File: config.mk
export PLATFORM = sky130hd
export DESIGN_NAME = period_frequency_meter_averager_core
export DESIGN_NICKNAME = d
export VERILOG_FILES = /design/src/rtl/core/pfma_pkg.sv /design/src/rtl/core/pfma_ctrl.sv /design/src/rtl/core/pfma_datapath.sv /design/src/rtl/core/period_frequency_meter_averager_core.sv
export SDC_FILE = /design/constraint.sdc
export NUM_CORES = 2
export LEC_CHECK = 0
export BUFFER_PORTS_ARGS = -buffer_cell sky130_fd_sc_hd__buf_2
export CORE_MARGIN = 5
export CORE_UTILIZATION = 55
export DETAILED_ROUTE_END_ITERATION = 10
export GPL_TIMING_DRIVEN = 0
export PLACE_DENSITY = 0.8
export RECOVER_POWER = 100
export SYNTH_ARGS = -nofsm -noshare
export SYNTH_HDL_FRONTEND = slang
export SYNTH_HIERARCHICAL = 1
export SYNTH_SLANG_ARGS = --single-unit
File: constraint.sdc
create_clock -name i_clk -period 7.6 [get_ports i_clk]
set_input_delay 1.14 -clock i_clk [delete_from_list [all_inputs] [get_ports i_clk]]
set_output_delay 1.14 -clock i_clk [all_outputs]
set_load 0.02 [all_outputs]
File: src/rtl/core/pfma_pkg.sv
package pfma_pkg;

    localparam int TICK_W     = 27;
    localparam int DATA_W     = 16;
    localparam int LIMIT_W    = 8;
    localparam int OVF_W      = 8;
    localparam int TOTAL_W    = 24;
    localparam int SCALE_W    = 10;
    localparam int DIVIDEND_W = 37;
    localparam int STATUS_W   = 2;
    localparam int CFG_ADDR_W = 5;
    localparam int CFG_DATA_W = 32;
    localparam int REG_IDX_W  = 3;

    localparam int DEF_AVG_DEPTH = 8;
    localparam int DIV_STEPS     = DIVIDEND_W;
    localparam int DIV_CNT_W     = 6;

    localparam logic [SCALE_W-1:0] MILLI_SCALE = 10'd1000;

    localparam logic CMD_CAPTURE = 1'b0;
    localparam logic CMD_TIMEOUT = 1'b1;

    localparam logic [REG_IDX_W-1:0] REG_TICK_RATE  = 3'd0;
    localparam logic [REG_IDX_W-1:0] REG_PERIOD     = 3'd1;
    localparam logic [REG_IDX_W-1:0] REG_CORRECTION = 3'd2;
    localparam logic [REG_IDX_W-1:0] REG_MEAS_MIN   = 3'd3;
    localparam logic [REG_IDX_W-1:0] REG_MEAS_MAX   = 3'd4;
    localparam logic [REG_IDX_W-1:0] REG_REJ_LIMIT  = 3'd5;
    localparam logic [REG_IDX_W-1:0] REG_ALARM_LOW  = 3'd6;
    localparam logic [REG_IDX_W-1:0] REG_ALARM_HIGH = 3'd7;

    localparam logic [TICK_W-1:0]  RST_TICK_RATE  = 27'd1000000;
    localparam logic [DATA_W-1:0]  RST_PERIOD     = 16'hFFFF;
    localparam logic [DATA_W-1:0]  RST_CORRECTION = 16'h0000;
    localparam logic [DATA_W-1:0]  RST_MEAS_MIN   = 16'h0000;
    localparam logic [DATA_W-1:0]  RST_MEAS_MAX   = 16'hFFFF;
    localparam logic [LIMIT_W-1:0] RST_REJ_LIMIT  = 8'd3;
    localparam logic [DATA_W-1:0]  RST_ALARM_LOW  = 16'h0000;
    localparam logic [DATA_W-1:0]  RST_ALARM_HIGH = 16'hFFFF;

    typedef enum logic [STATUS_W-1:0] {
        ST_OK    = 2'd0,
        ST_ALARM = 2'd1,
        ST_ERROR = 2'd2
    } t_status;

    typedef struct packed {
        logic [TICK_W-1:0]  tick_rate_hz;
        logic [DATA_W-1:0]  timer_period;
        logic [DATA_W-1:0]  correction;
        logic [DATA_W-1:0]  meas_min;
        logic [DATA_W-1:0]  meas_max;
        logic [LIMIT_W-1:0] reject_limit;
        logic [DATA_W-1:0]  alarm_low;
        logic [DATA_W-1:0]  alarm_high;
    } t_cfg;

    typedef struct packed {
        logic capture;
        logic mul;
        logic div_step;
        logic check;
        logic push;
        logic stat;
        logic timeout;
        logic load_out;
    } t_dp_cmd;

endpackage

File: src/rtl/core/pfma_ctrl.sv
module pfma_ctrl (
    input  logic              i_clk,
    input  logic              i_rst_n,
    input  logic              i_in_valid,
    input  logic              i_cmd,
    input  logic              i_out_stall,
    input  logic              i_reject,
    output logic              o_in_stall,
    output logic              o_out_valid,
    output pfma_pkg::t_dp_cmd o_ctl
);
    import pfma_pkg::*;

    localparam logic [DIV_CNT_W-1:0] DIV_LAST = DIV_CNT_W'(DIV_STEPS - 1);

    typedef enum logic [2:0] {
        S_IDLE,
        S_MUL,
        S_DIV,
        S_CHECK,
        S_PUSH,
        S_STAT,
        S_TOUT,
        S_FIN
    } t_state;

    t_state                r_state;
    t_state                n_state;
    logic [DIV_CNT_W-1:0]  r_cnt;
    logic [DIV_CNT_W-1:0]  n_cnt;
    logic                  r_out_valid;
    logic                  n_out_valid;

    always_comb begin
        o_ctl       = '0;
        n_state     = r_state;
        n_cnt       = r_cnt;
        n_out_valid = r_out_valid;
        if (r_out_valid && !i_out_stall) begin
            n_out_valid = 1'b0;
        end
        unique case (r_state)
            S_IDLE: begin
                if (i_in_valid) begin
                    o_ctl.capture = 1'b1;
                    n_state = (i_cmd == CMD_TIMEOUT) ? S_TOUT : S_MUL;
                end
            end
            S_MUL: begin
                o_ctl.mul = 1'b1;
                n_cnt     = '0;
                n_state   = S_DIV;
            end
            S_DIV: begin
                o_ctl.div_step = 1'b1;
                n_cnt          = r_cnt + 1'b1;
                if (r_cnt == DIV_LAST) begin
                    n_state = S_CHECK;
                end
            end
            S_CHECK: begin
                o_ctl.check = 1'b1;
                n_state     = i_reject ? S_IDLE : S_PUSH;
            end
            S_PUSH: begin
                o_ctl.push = 1'b1;
                n_state    = S_STAT;
            end
            S_STAT: begin
                o_ctl.stat = 1'b1;
                n_state    = S_FIN;
            end
            S_TOUT: begin
                o_ctl.timeout = 1'b1;
                n_state       = S_FIN;
            end
            S_FIN: begin
                if (!r_out_valid || !i_out_stall) begin
                    o_ctl.load_out = 1'b1;
                    n_out_valid    = 1'b1;
                    n_state        = S_IDLE;
                end
            end
        endcase
    end

    always_ff @(posedge i_clk) begin
        if (!i_rst_n) begin
            r_state     <= S_IDLE;
            r_cnt       <= '0;
            r_out_valid <= 1'b0;
        end else begin
            r_state     <= n_state;
            r_cnt       <= n_cnt;
            r_out_valid <= n_out_valid;
        end
    end

    assign o_in_stall  = (r_state != S_IDLE);
    assign o_out_valid = r_out_valid;

    a_load_free: assert property (@(posedge i_clk) disable iff (!i_rst_n)
        o_ctl.load_out |-> !(r_out_valid && i_out_stall))
        else $error("result loaded over a stalled transfer");

    a_accept_start: assert property (@(posedge i_clk) disable iff (!i_rst_n)
        (i_in_valid && !o_in_stall) |=> (r_state == S_MUL || r_state == S_TOUT))
        else $error("accepted transfer did not start work");

    a_div_count: assert property (@(posedge i_clk) disable iff (!i_rst_n)
        (r_state == S_DIV) |-> (r_cnt <= DIV_LAST))
        else $error("divider step count overran");

endmodule

File: src/rtl/core/pfma_datapath.sv
module pfma_datapath #(
    parameter int AVG_DEPTH = pfma_pkg::DEF_AVG_DEPTH
) (
    input  logic                          i_clk,
    input  logic                          i_rst_n,
    input  pfma_pkg::t_cfg                i_cfg,
    input  pfma_pkg::t_dp_cmd             i_ctl,
    input  logic [pfma_pkg::OVF_W-1:0]    i_overflow_count,
    input  logic [pfma_pkg::DATA_W-1:0]   i_capture_value,
    output logic                          o_reject,
    output logic [pfma_pkg::DATA_W-1:0]   o_average,
    output logic                          o_average_valid,
    output logic [pfma_pkg::STATUS_W-1:0] o_status,
    output logic                          o_status_changed
);
    import pfma_pkg::*;

    localparam int AW = $clog2(AVG_DEPTH);
    localparam int SW = DATA_W + AW;
    localparam logic [AW-1:0] SLOT_LAST = AW'(AVG_DEPTH - 1);

    logic [OVF_W-1:0]      r_ovf;
    logic [DATA_W-1:0]     r_cap;
    logic [TOTAL_W-1:0]    r_total;
    logic [DIVIDEND_W-1:0] r_quo;
    logic [TOTAL_W-1:0]    r_rem;
    logic [DATA_W-1:0]     r_m;
    logic [DATA_W-1:0]     r_mem [AVG_DEPTH];
    logic [DATA_W-1:0]     r_rd_data;
    logic                  r_old_vld;
    logic [AVG_DEPTH-1:0]  r_fill;
    logic [AW-1:0]         r_slot;
    logic [SW-1:0]         r_sum;
    logic [LIMIT_W-1:0]    r_rej_cnt;
    t_status               r_status;
    logic [DATA_W-1:0]     r_res_avg;
    logic                  r_res_vld;
    t_status               r_res_status;
    logic                  r_res_chg;
    logic [DATA_W-1:0]     r_out_avg;
    logic                  r_out_vld;
    t_status               r_out_status;
    logic                  r_out_chg;

    logic [TOTAL_W:0]      rem_sh;
    logic [TOTAL_W:0]      rem_diff;
    logic                  rem_ge;
    logic [DATA_W-1:0]     q_sat;
    logic [DATA_W-1:0]     m_val;
    logic                  m_out;
    logic                  under_limit;
    logic [DATA_W-1:0]     old_val;
    logic [DATA_W-1:0]     avg;
    t_status               n_status;

    always_comb begin
        rem_sh   = {r_rem, r_quo[DIVIDEND_W-1]};
        rem_diff = rem_sh - {1'b0, r_total};
        rem_ge   = (rem_sh >= {1'b0, r_total});
        if ((r_total == '0) || (|r_quo[DIVIDEND_W-1:DATA_W])) begin
            q_sat = '1;
        end else begin
            q_sat = r_quo[DATA_W-1:0];
        end
        m_val       = q_sat + i_cfg.correction;
        m_out       = (m_val > i_cfg.meas_max) || (m_val < i_cfg.meas_min);
        under_limit = (r_rej_cnt < i_cfg.reject_limit);
        old_val     = r_old_vld ? r_rd_data : '0;
        avg         = r_sum[SW-1:AW];
        n_status    = ((avg > i_cfg.alarm_low) && (avg < i_cfg.alarm_high)) ? ST_OK : ST_ALARM;
    end

    assign o_reject = m_out && under_limit;

    always_ff @(posedge i_clk) begin
        if (i_ctl.capture) begin
            r_ovf <= i_overflow_count;
            r_cap <= i_capture_value;
        end
        if (i_ctl.mul) begin
            r_total <= TOTAL_W'(TOTAL_W'(r_ovf) * TOTAL_W'(i_cfg.timer_period))
                       + TOTAL_W'(r_cap);
            r_quo   <= DIVIDEND_W'(i_cfg.tick_rate_hz) * DIVIDEND_W'(MILLI_SCALE);
            r_rem   <= '0;
        end
        if (i_ctl.div_step) begin
            r_rem <= rem_ge ? rem_diff[TOTAL_W-1:0] : rem_sh[TOTAL_W-1:0];
            r_quo <= {r_quo[DIVIDEND_W-2:0], rem_ge};
        end
        if (i_ctl.check) begin
            r_m       <= m_val;
            r_rd_data <= r_mem[r_slot];
            r_old_vld <= r_fill[r_slot];
        end
        if (i_ctl.push) begin
            r_mem[r_slot] <= r_m;
        end
        if (i_ctl.stat) begin
            r_res_avg    <= avg;
            r_res_vld    <= 1'b1;
            r_res_status <= n_status;
            r_res_chg    <= (n_status != r_status);
        end
        if (i_ctl.timeout) begin
            r_res_avg    <= '0;
            r_res_vld    <= 1'b0;
            r_res_status <= ST_ERROR;
            r_res_chg    <= (r_status != ST_ERROR);
        end
        if (i_ctl.load_out) begin
            r_out_avg    <= r_res_avg;
            r_out_vld    <= r_res_vld;
            r_out_status <= r_res_status;
            r_out_chg    <= r_res_chg;
        end
    end

    always_ff @(posedge i_clk) begin
        if (!i_rst_n) begin
            r_fill    <= '0;
            r_slot    <= '0;
            r_sum     <= '0;
            r_rej_cnt <= '0;
            r_status  <= ST_OK;
        end else begin
            if (i_ctl.check) begin
                if (!m_out) begin
                    r_rej_cnt <= '0;
                end else if (under_limit) begin
                    r_rej_cnt <= r_rej_cnt + 1'b1;
                end
            end
            if (i_ctl.push) begin
                r_sum          <= r_sum - SW'(old_val) + SW'(r_m);
                r_fill[r_slot] <= 1'b1;
                r_slot         <= (r_slot == SLOT_LAST) ? '0 : r_slot + 1'b1;
            end
            if (i_ctl.stat) begin
                r_status <= n_status;
            end
            if (i_ctl.timeout) begin
                r_status <= ST_ERROR;
            end
        end
    end

    assign o_average        = r_out_avg;
    assign o_average_valid  = r_out_vld;
    assign o_status         = r_out_status;
    assign o_status_changed = r_out_chg;

    a_slot_range: assert property (@(posedge i_clk) disable iff (!i_rst_n)
        r_slot <= SLOT_LAST)
        else $error("write slot out of range");

    a_slot_moves: assert property (@(posedge i_clk) disable iff (!i_rst_n)
        i_ctl.push |=> (r_slot != $past(r_slot)))
        else $error("write slot did not advance");

    a_stat_no_error: assert property (@(posedge i_clk) disable iff (!i_rst_n)
        i_ctl.stat |=> (r_status == ST_OK || r_status == ST_ALARM))
        else $error("average update left error status");

endmodule

File: src/rtl/core/period_frequency_meter_averager_core.sv
// Reciprocal frequency meter with a moving average. Each capture transfer carries an
// overflow count and a capture value; the block forms total = overflows * timer_period +
// capture, computes floor(tick_rate_hz * 1000 / total) saturated to 65535 (also for a
// zero total), adds the signed correction modulo 65536 and screens the result against
// [meas_min, meas_max]. Out-of-range values are dropped without a result until
// reject_limit consecutive rejects have been seen. Accepted values replace the oldest
// entry of an AVG_DEPTH-deep store (AVG_DEPTH a power of two, store reads as zero after
// reset); the average is the running sum shifted right by log2(AVG_DEPTH) and sets the
// status to OK when strictly inside (alarm_low, alarm_high), else ALARM. A timeout
// transfer sets ERROR and returns a result with average 0 and average_valid 0. One item
// is in work at a time: a capture runs the multiply, the 37-step restoring divider, the
// range check, the store update and the status update before it is loaded into the
// output register and the block is idle again; a timeout goes to its result directly,
// and a dropped capture frees the input after the range check. A finished result waits in
// an output register, so the next transfer is accepted while it is still stalled; a
// second finished result waits while that register stays stalled, and the input stalls
// with it. Registers sit on an APB port at byte address 4*i, with pready always high.
module period_frequency_meter_averager_core #(
    parameter int AVG_DEPTH = pfma_pkg::DEF_AVG_DEPTH
) (
    input  logic                            i_clk,
    input  logic                            i_rst_n,
    input  logic                            i_in_valid,
    output logic                            o_in_stall,
    input  logic                            i_cmd,
    input  logic [pfma_pkg::OVF_W-1:0]      i_overflow_count,
    input  logic [pfma_pkg::DATA_W-1:0]     i_capture_value,
    output logic                            o_out_valid,
    input  logic                            i_out_stall,
    output logic [pfma_pkg::DATA_W-1:0]     o_average,
    output logic                            o_average_valid,
    output logic [pfma_pkg::STATUS_W-1:0]   o_status,
    output logic                            o_status_changed,
    input  logic                            psel,
    input  logic                            penable,
    input  logic                            pwrite,
    input  logic [pfma_pkg::CFG_ADDR_W-1:0] paddr,
    input  logic [pfma_pkg::CFG_DATA_W-1:0] pwdata,
    output logic [pfma_pkg::CFG_DATA_W-1:0] prdata,
    output logic                            pready
);
    import pfma_pkg::*;

    t_cfg                  r_cfg;
    t_dp_cmd               ctl;
    logic                  reject;
    logic                  wr_en;
    logic [REG_IDX_W-1:0]  reg_idx;

    assign pready  = 1'b1;
    assign wr_en   = psel && penable && pwrite && pready;
    assign reg_idx = paddr[CFG_ADDR_W-1:2];

    always_ff @(posedge i_clk) begin
        if (!i_rst_n) begin
            r_cfg.tick_rate_hz <= RST_TICK_RATE;
            r_cfg.timer_period <= RST_PERIOD;
            r_cfg.correction   <= RST_CORRECTION;
            r_cfg.meas_min     <= RST_MEAS_MIN;
            r_cfg.meas_max     <= RST_MEAS_MAX;
            r_cfg.reject_limit <= RST_REJ_LIMIT;
            r_cfg.alarm_low    <= RST_ALARM_LOW;
            r_cfg.alarm_high   <= RST_ALARM_HIGH;
        end else if (wr_en) begin
            unique case (reg_idx)
                REG_TICK_RATE:  r_cfg.tick_rate_hz <= pwdata[TICK_W-1:0];
                REG_PERIOD:     r_cfg.timer_period <= pwdata[DATA_W-1:0];
                REG_CORRECTION: r_cfg.correction   <= pwdata[DATA_W-1:0];
                REG_MEAS_MIN:   r_cfg.meas_min     <= pwdata[DATA_W-1:0];
                REG_MEAS_MAX:   r_cfg.meas_max     <= pwdata[DATA_W-1:0];
                REG_REJ_LIMIT:  r_cfg.reject_limit <= pwdata[LIMIT_W-1:0];
                REG_ALARM_LOW:  r_cfg.alarm_low    <= pwdata[DATA_W-1:0];
                REG_ALARM_HIGH: r_cfg.alarm_high   <= pwdata[DATA_W-1:0];
            endcase
        end
    end

    always_comb begin
        unique case (reg_idx)
            REG_TICK_RATE:  prdata = CFG_DATA_W'(r_cfg.tick_rate_hz);
            REG_PERIOD:     prdata = CFG_DATA_W'(r_cfg.timer_period);
            REG_CORRECTION: prdata = CFG_DATA_W'(r_cfg.correction);
            REG_MEAS_MIN:   prdata = CFG_DATA_W'(r_cfg.meas_min);
            REG_MEAS_MAX:   prdata = CFG_DATA_W'(r_cfg.meas_max);
            REG_REJ_LIMIT:  prdata = CFG_DATA_W'(r_cfg.reject_limit);
            REG_ALARM_LOW:  prdata = CFG_DATA_W'(r_cfg.alarm_low);
            REG_ALARM_HIGH: prdata = CFG_DATA_W'(r_cfg.alarm_high);
        endcase
    end

    pfma_ctrl u_ctrl (
        .i_clk       (i_clk),
        .i_rst_n     (i_rst_n),
        .i_in_valid  (i_in_valid),
        .i_cmd       (i_cmd),
        .i_out_stall (i_out_stall),
        .i_reject    (reject),
        .o_in_stall  (o_in_stall),
        .o_out_valid (o_out_valid),
        .o_ctl       (ctl)
    );

    pfma_datapath #(
        .AVG_DEPTH (AVG_DEPTH)
    ) u_datapath (
        .i_clk            (i_clk),
        .i_rst_n          (i_rst_n),
        .i_cfg            (r_cfg),
        .i_ctl            (ctl),
        .i_overflow_count (i_overflow_count),
        .i_capture_value  (i_capture_value),
        .o_reject         (reject),
        .o_average        (o_average),
        .o_average_valid  (o_average_valid),
        .o_status         (o_status),
        .o_status_changed (o_status_changed)
    );

endmodule

## Yosys cells after proc, flatten, opt, wreduce, memory -nomap -nowiden

Memories as Yosys holds them, arrays and structs flattened. A register that Yosys moved wholly into a read port is not among the register bits.
Cells that the tools add are included.

- Bits in read-only memories: 0
- RAM bits: 128
- Bits in registers: 347
- Output and inout bits: 55
- Latch bits: 0
- Memories: 1
- Logic and storage cells: 148
- Input bits: 69

- Reduce and logical (&&, ||, !) cells: 31
- Add/sub/neg operators: 8
- Equality and inequality tests: 22
- Magnitude comparators: 8
- Bitwise gates (word level): 2
- Div/mod/pow operators: 0
- $mul: 2
- Multiplexer cells: 42
- Shift operators: 0

Memory list:

| name | words | width | read ports | clocked after memory_dff | wr ports | line | RTL |
|---|---|---|---|---|---|---|---|
| u_datapath.r_mem | 8 | 16 | 1 | 1 | 1 | pfma_datapath.sv:28 | `logic [DATA_W-1:0] r_mem [AVG_DEPTH];` |

Operators with widths:

| kind | number |
|---|---|
| 32-bit case mux with 8 select lines | 1 |
| 37-bit two-way mux | 2 |
| 24-bit two-way mux | 3 |
| 27-bit by 7-bit multiplier with 34-bit output, second input constant | 1 |
| 16-bit greater-than comparator | 2 |
| 16-bit less-than comparator | 2 |
| 16-bit two-way mux | 2 |
| 3-bit == test, second input constant | 9 |
| 25-bit by 24-bit greater-or-equal comparator with 1-bit output | 1 |
| 24-bit by 16-bit adder with 24-bit output | 1 |
| 24-bit logical NOT | 1 |
| 8-bit by 16-bit multiplier with 24-bit output | 1 |
| 24-bit subtractor | 1 |
| 3-bit case mux with 7 select lines | 1 |
| 21-bit OR reduction | 1 |
| 1-bit two-way mux | 20 |
| 19-bit by 16-bit adder with 19-bit output | 1 |
| 19-bit by 16-bit subtractor with 19-bit output | 1 |
| 3-bit two-way mux | 6 |
| 2-bit AND reduction | 9 |
| 16-bit adder | 1 |
| 8-bit two-way mux | 2 |
| 3-bit by 2-bit == test with 1-bit output, second input constant | 4 |
| 6-bit case mux with 2 select lines | 1 |
| 24 further kinds | 41 |

## Logic depth before layout (Yosys ltp)

- Depth in word-level cells: 9
- Mapped depth: 28
- Mapped depth without buffers: 27

## By module

Netlist, hierarchy kept.

Modules (own cells, without submodules):

| module | area an instance (um^2) | times used | sequential area each (um^2) | cells an instance |
|---|---|---|---|---|
| pfma_datapath | 26407.8 | 1 | 9919.5 | 2311 |
| period_frequency_meter_averager_core | 6110.9 | 1 | 2622.5 | 755 |
| pfma_ctrl | 704.4 | 1 | 200.2 | 89 |

## Least setup slack after synthesis

OpenSTA, ideal clock, no wires.

- Path type: register to register
- Start: register u_datapath.r_quo[32]
- End: register u_ctrl.r_state[2]
- Data required time: 7541 ps
- Path buffers: 1
- Period minus slack after synthesis: 5420 ps
- Setup slack: 2180 ps
- Library setup time: 59 ps
- Data arrival time: 5361 ps
- Cell stages (with the launch flop): 26
- Cells stage by stage: edfxtp_1 or4_1 nor4_1 o21ai_0 clkbuf_1 or2_2 ha_1 inv_1 fa_1 nor2b_1 o21a_1 o21ai_0 a21oi_1 nor2_1 o211ai_1 a31o_2 a21o_1 xor2_1 ha_1 nand4_1 or4_1 a21oi_1 nor2_1 or3_1 o221ai_1 a22o_1

- Longest elaborated chain between the ends: 9
- Elaborated cells between the ends (all ways): 10

RTL lines:

| element | line | RTL |
|---|---|---|
| start, declared | pfma_datapath.sv:25 | `logic [DIVIDEND_W-1:0] r_quo;` |
| start signal, assigned | pfma_datapath.sv:83 | `r_quo <= DIVIDEND_W'(i_cfg.tick_rate_hz) * DIVIDEND_W'(MILLI_SCALE);` |
| start signal, assigned | pfma_datapath.sv:88 | `r_quo <= {r_quo[DIVIDEND_W-2:0], rem_ge};` |
| 21-bit OR reduction * | pfma_datapath.sv:60 | `if ((r_total == '0) \|\| (\|r_quo[DIVIDEND_W-1:DATA_W])) begin` |
| 1-bit logical OR * | pfma_datapath.sv:60 |  |
| 16-bit two-way mux * | pfma_datapath.sv:60 |  |
| 16-bit adder * | pfma_datapath.sv:65 | `m_val = q_sat + i_cfg.correction;` |
| via u_datapath.m_val[14] | pfma_datapath.sv:49 | `logic [DATA_W-1:0] m_val;` |
| 16-bit greater-than comparator / 16-bit less-than comparator (equally long branches) | pfma_datapath.sv:66 | `m_out = (m_val > i_cfg.meas_max) \|\| (m_val < i_cfg.meas_min);` |
| 1-bit logical OR * | pfma_datapath.sv:66 |  |
| 1-bit logical AND * | pfma_datapath.sv:73 | `assign o_reject = m_out && under_limit;` |
| via reject | period_frequency_meter_averager_core.sv:46 | `logic reject;` |
| 3-bit two-way mux * | pfma_ctrl.sv:63 | `n_state = i_reject ? S_IDLE : S_PUSH;` |
| 3-bit case mux with 7 select lines * | pfma_ctrl.sv:42 | `unique case (r_state)` |
| end signal, assigned | pfma_ctrl.sv:93 | `r_state <= n_state;` |
| end, declared | pfma_ctrl.sv:27 | `t_state r_state;` |

Mark *: on every way through the listed nets, which the timed path passes. The rest lies on a longest branch.
A chain may end at the register's enable or synchronous reset.

## Worst setup path in the final report

Same ends and word-level chain as after synthesis.

==> reports/summary.md <==
The flow ran to the end, but the final reports show violations. The final reports fail on capacitance limit, slew limit. The tools report the root buffer selected by CTS as sky130_fd_sc_hd__clkbuf_16. TritonCTS created 55 clock buffers. The first global-routing pass estimated 137000 um of wire.

In the final timing run, aggregate negative setup slack is 0 ns. In this run, placement finished with an instance count of 4052. After synthesis, flip-flops and latches occupy 38.4% of the total area.

Total iterations of the first detailed-routing run: 5. At the worst endpoint, the required time is 8.16 ns. The maximum number of pins on one net before global-route repair is 62. The met1 track demand over resource is 35.0%. TritonCTS built the clock tree. By area the synthesized netlist is led by sky130_fd_sc_hd__edfxtp_1, sky130_fd_sc_hd__fa_1, sky130_fd_sc_hd__dfxtp_1. In this run the standard cell core region covers 60100 um^2. Measured along the y axis, the die boundary spans 256 um. On the final layout, the worst clock skew is 0.0230 ns. The clock net in this run drives a total of 491 sinks.

The number of synthesized flops with an enable pin is 291, and the I/O pin count is 124. The die covers 65400 um^2. The area after detailed placement was 34900 um^2; the clock latency of the later-clocked register in the worst-skew pair was 0.64 ns. The maximum level of the CTS H-tree is 2, and the area growth from synthesis to final layout is 9.60%.

The data arrival time of the critical path is 7.59 ns. In this run the mean area of a mapped cell was 10.5 um^2. Along the worst path, the maximum fanout reaches 10.

The mapped cell area was 33200 um^2. The slew of the pin with the lowest slew margin was 4.51 ns; the maximum buffer depth of the clock tree was 3. After global routing, the most crowded layer is met2.

The minimum clock period is 7.03 ns, and the total power divided by cell area is 410 nW/um^2. The critical path launch point type was a register. For the non-filler instance count after layout, the log shows 4160. Wires add up to 86100 um.

The worst min-delay path class is register to register. The finished cells cover 36400 um^2. The slowest stage of the critical path is the sky130_fd_sc_hd__or4_1 cell. STA classifies the critical path endpoint as a register.

The final-report hold violation count was 0. In the synthesized netlist the dominant register cell turns out to be sky130_fd_sc_hd__edfxtp_1. The tools report the tightest slew margin relative to the limit as -201%.

The top cell type by area accounts for 26.3% of the synthesized area. At the end of the flow the core is filled with cells to 60.6%. The detail route stage leaves a number of antenna-violating nets equal to 0. The tool flagged a number of max-cap violations equal to 5. The tools report the standard-cell row count as 90. The congestion estimate from routability-driven global placement came to 0.960.

The number of buffer and inverter stages on the critical path came out at 2. The post-cts hold buffer count was 0. The cell family with the largest share of critical-path delay is simple AND/OR/NAND/NOR gates. The count of buffers added on input and output ports is 101. Per-cell routed wire length: 20.7 um. Synthesis produced a netlist whose cell count is 3155.

The number of antenna violations at the first check in global routing is 4, and the total global routing overflow is 0. The global-route total usage across every layer was 26.1%. The starting density of the core is 55.2%, and the maximum cell stage delay along the critical path is 0.54 ns.

For the global routing met3 resource utilization, the log shows 5.23%. The floorplan step set the die width to 256 um. The post-route netlist has 9.22% of its cells at a drive strength greater than 1. The worst setup path is of the register to register kind. The number of nets in the final layout is 3863, and the async set-or-reset flop fraction in the synthesized netlist is 0%. Maximum achievable frequency: 0.142 GHz. Number of setup buffers added after CTS: 0. Synthesis inferred 491 register bits. Global routing used 42.2% of the available met2 tracks. After legalization and detailed placement, the total HPWL measured 64500 um. For this run, the number of Yosys warnings is 6. Clock-pin slew was measured on the worst setup and hold paths at 0.06 ns. For the first-iteration detailed-routing DRC count, the log shows 2334. The biggest area consumer among synthesized cells was sky130_fd_sc_hd__edfxtp_1. Setup repair after global routing left no endpoint under its margin. After layout, the worst path uses 92.5% of the clock period.

After detailed routing, the number of remaining DRC violations is 0. Dividing the detail-routed via count by the number of cells gives 5.88. The maximum resistive drop on vdd is 0.000638 V. Summed over all cells, the static leakage comes to 15.5 nW. In this run, distinct cell masters in the synthesized netlist total 97. The run gives 149 as the number of pins with negative max-slew slack in the final report. The via count is 24458, and the number of global-route vias before repair is 24653. The number of filler instances in the final layout was 4816. Setup violations remaining at the end of the flow were counted as 0.
through the flow:
step           hold WS, ns  setup slack (ns)  total power, mW
2_1_floorplan        0.400              2.18             10.1
3_3_place_gp         0.404             0.541             11.9
3_5_place_dp         0.405             0.449             12.0
4_1_cts              0.420             0.399             15.0
5_1_grt              0.423             0.257             16.1
6_report             0.419             0.572             14.9
synthesized netlist by cell type (30+ instances only):
cell and n:
sky130_fd_sc_hd__a21boi_0 49, sky130_fd_sc_hd__a21boi_1 37, sky130_fd_sc_hd__a21o_1 60, sky130_fd_sc_hd__a21oi_1 113
sky130_fd_sc_hd__and2_1 86, sky130_fd_sc_hd__buf_2 30, sky130_fd_sc_hd__clkbuf_1 60, sky130_fd_sc_hd__dfxtp_1 200
sky130_fd_sc_hd__edfxtp_1 291, sky130_fd_sc_hd__fa_1 216, sky130_fd_sc_hd__ha_1 251, sky130_fd_sc_hd__inv_1 328
sky130_fd_sc_hd__mux2_2 33, sky130_fd_sc_hd__mux2i_1 77, sky130_fd_sc_hd__mux4_2 34, sky130_fd_sc_hd__nand2_1 425
sky130_fd_sc_hd__nand3_1 81, sky130_fd_sc_hd__nor2_1 122, sky130_fd_sc_hd__nor2b_1 52, sky130_fd_sc_hd__o21a_1 36
sky130_fd_sc_hd__o21ai_0 117, sky130_fd_sc_hd__xnor2_1 59, sky130_fd_sc_hd__xor2_1 33
power breakdown:
part	switching [mW]	internal, mW
clock	1.17	1.59
combinational	4.82	3.55
sequential	0.225	3.58
total	6.22	8.72
metal layers:
layer  vias up  share of wire [%]
li1      11241                  -
met1     11929                 41
met2      1084                 46
met3       202                8.7
met4         2                4.0
met5         -              0.015
cell families after synthesis:
logic type,count (synthesis),synth area share [%]
xor gates and xnor gates,92,2.43
muxes,144,5.74
DFF,491,38.4
and+or+nand+nor,923,13.3
buffers and inverters,461,5.85
adders and majority gates,467,22.5
AOI/OAI and AO/OA,575,11.9
other,2,0.0226
sequential cells by signal, indices dropped and copies added, names as in the netlist, 6 cells and up:
signal	count
u_datapath/r_quo	37
u_datapath/r_rem	24
u_datapath/o_average	16
u_datapath/r_rej_cnt	8
u_datapath/r_ovf	8
u_datapath/r_sum	19
r_cfg	131
u_datapath/r_rd_data	16
u_datapath/r_cap	16
u_ctrl/r_cnt	6
u_datapath/r_m	16
u_datapath/r_fill	8
u_datapath/r_mem	128
u_datapath/r_res_avg	16
u_datapath/r_total	24
cells in the final DEF, fill, tap and decap left out, types with 12 or more instances in the layout:
master	instances
sky130_fd_sc_hd__and3_1	20
sky130_fd_sc_hd__xor2_1	33
sky130_fd_sc_hd__nor3_1	22
sky130_fd_sc_hd__nand2_1	425
sky130_fd_sc_hd__inv_1	329
sky130_fd_sc_hd__nand4_1	23
sky130_fd_sc_hd__nor2b_1	52
sky130_fd_sc_hd__clkbuf_16	55
sky130_fd_sc_hd__mux2_2	30
sky130_fd_sc_hd__ha_1	251
sky130_fd_sc_hd__o21a_1	36
sky130_fd_sc_hd__xnor2_1	59
sky130_fd_sc_hd__fa_1	216
sky130_fd_sc_hd__nor4_1	12
sky130_fd_sc_hd__a21o_1	60
sky130_fd_sc_hd__a211oi_1	19
sky130_fd_sc_hd__a221oi_1	12
sky130_fd_sc_hd__or2_2	19
sky130_fd_sc_hd__mux2i_1	77
sky130_fd_sc_hd__a21oi_1	114
sky130_fd_sc_hd__mux4_2	34
sky130_fd_sc_hd__nand2b_1	18
sky130_fd_sc_hd__o21ai_0	124
sky130_fd_sc_hd__dfxtp_1	200
sky130_fd_sc_hd__buf_4	13
sky130_fd_sc_hd__edfxtp_1	291
sky130_fd_sc_hd__and2_1	75
sky130_fd_sc_hd__nand3_1	81
sky130_fd_sc_hd__nor2_1	122
sky130_fd_sc_hd__o211ai_1	15
sky130_fd_sc_hd__clkbuf_1	133
sky130_fd_sc_hd__a21boi_0	82
sky130_fd_sc_hd__buf_2	86
timing repair:
item | CTS | global route
setup endpoints to repair | 0 | 1
hold endpoints to repair | 0 | 0
gates resized for setup | 0 | 1
final timing paths:
kind	start	to	cells after the start	slack, ns
worst max-delay path	u_datapath/r_quo[32]	u_ctrl/r_state[2]	25	0.57
worst min register to register	u_datapath/r_res_chg	u_datapath/o_status_changed	0	0.42
worst min-delay path	u_datapath/r_res_chg	u_datapath/o_status_changed	0	0.42
worst max register to register	u_datapath/r_quo[32]	u_ctrl/r_state[2]	25	0.57
layout make-up:
cell class	count	area, um^2	share of cell area [%]
repair buffers	111	492	1.35
inverters	329	1230	3.39
well taps	782	978	2.69
plain buffers	132	653	1.79
multi-input cells	2207	18400	50.5
clock buffers	60	1400	3.83
clock inverters	44	503	1.38
diodes	4	10.0	0.0275
flip-flops and latches	491	12700	35.0
No activity file was read; power rests on OpenSTA's default activity.
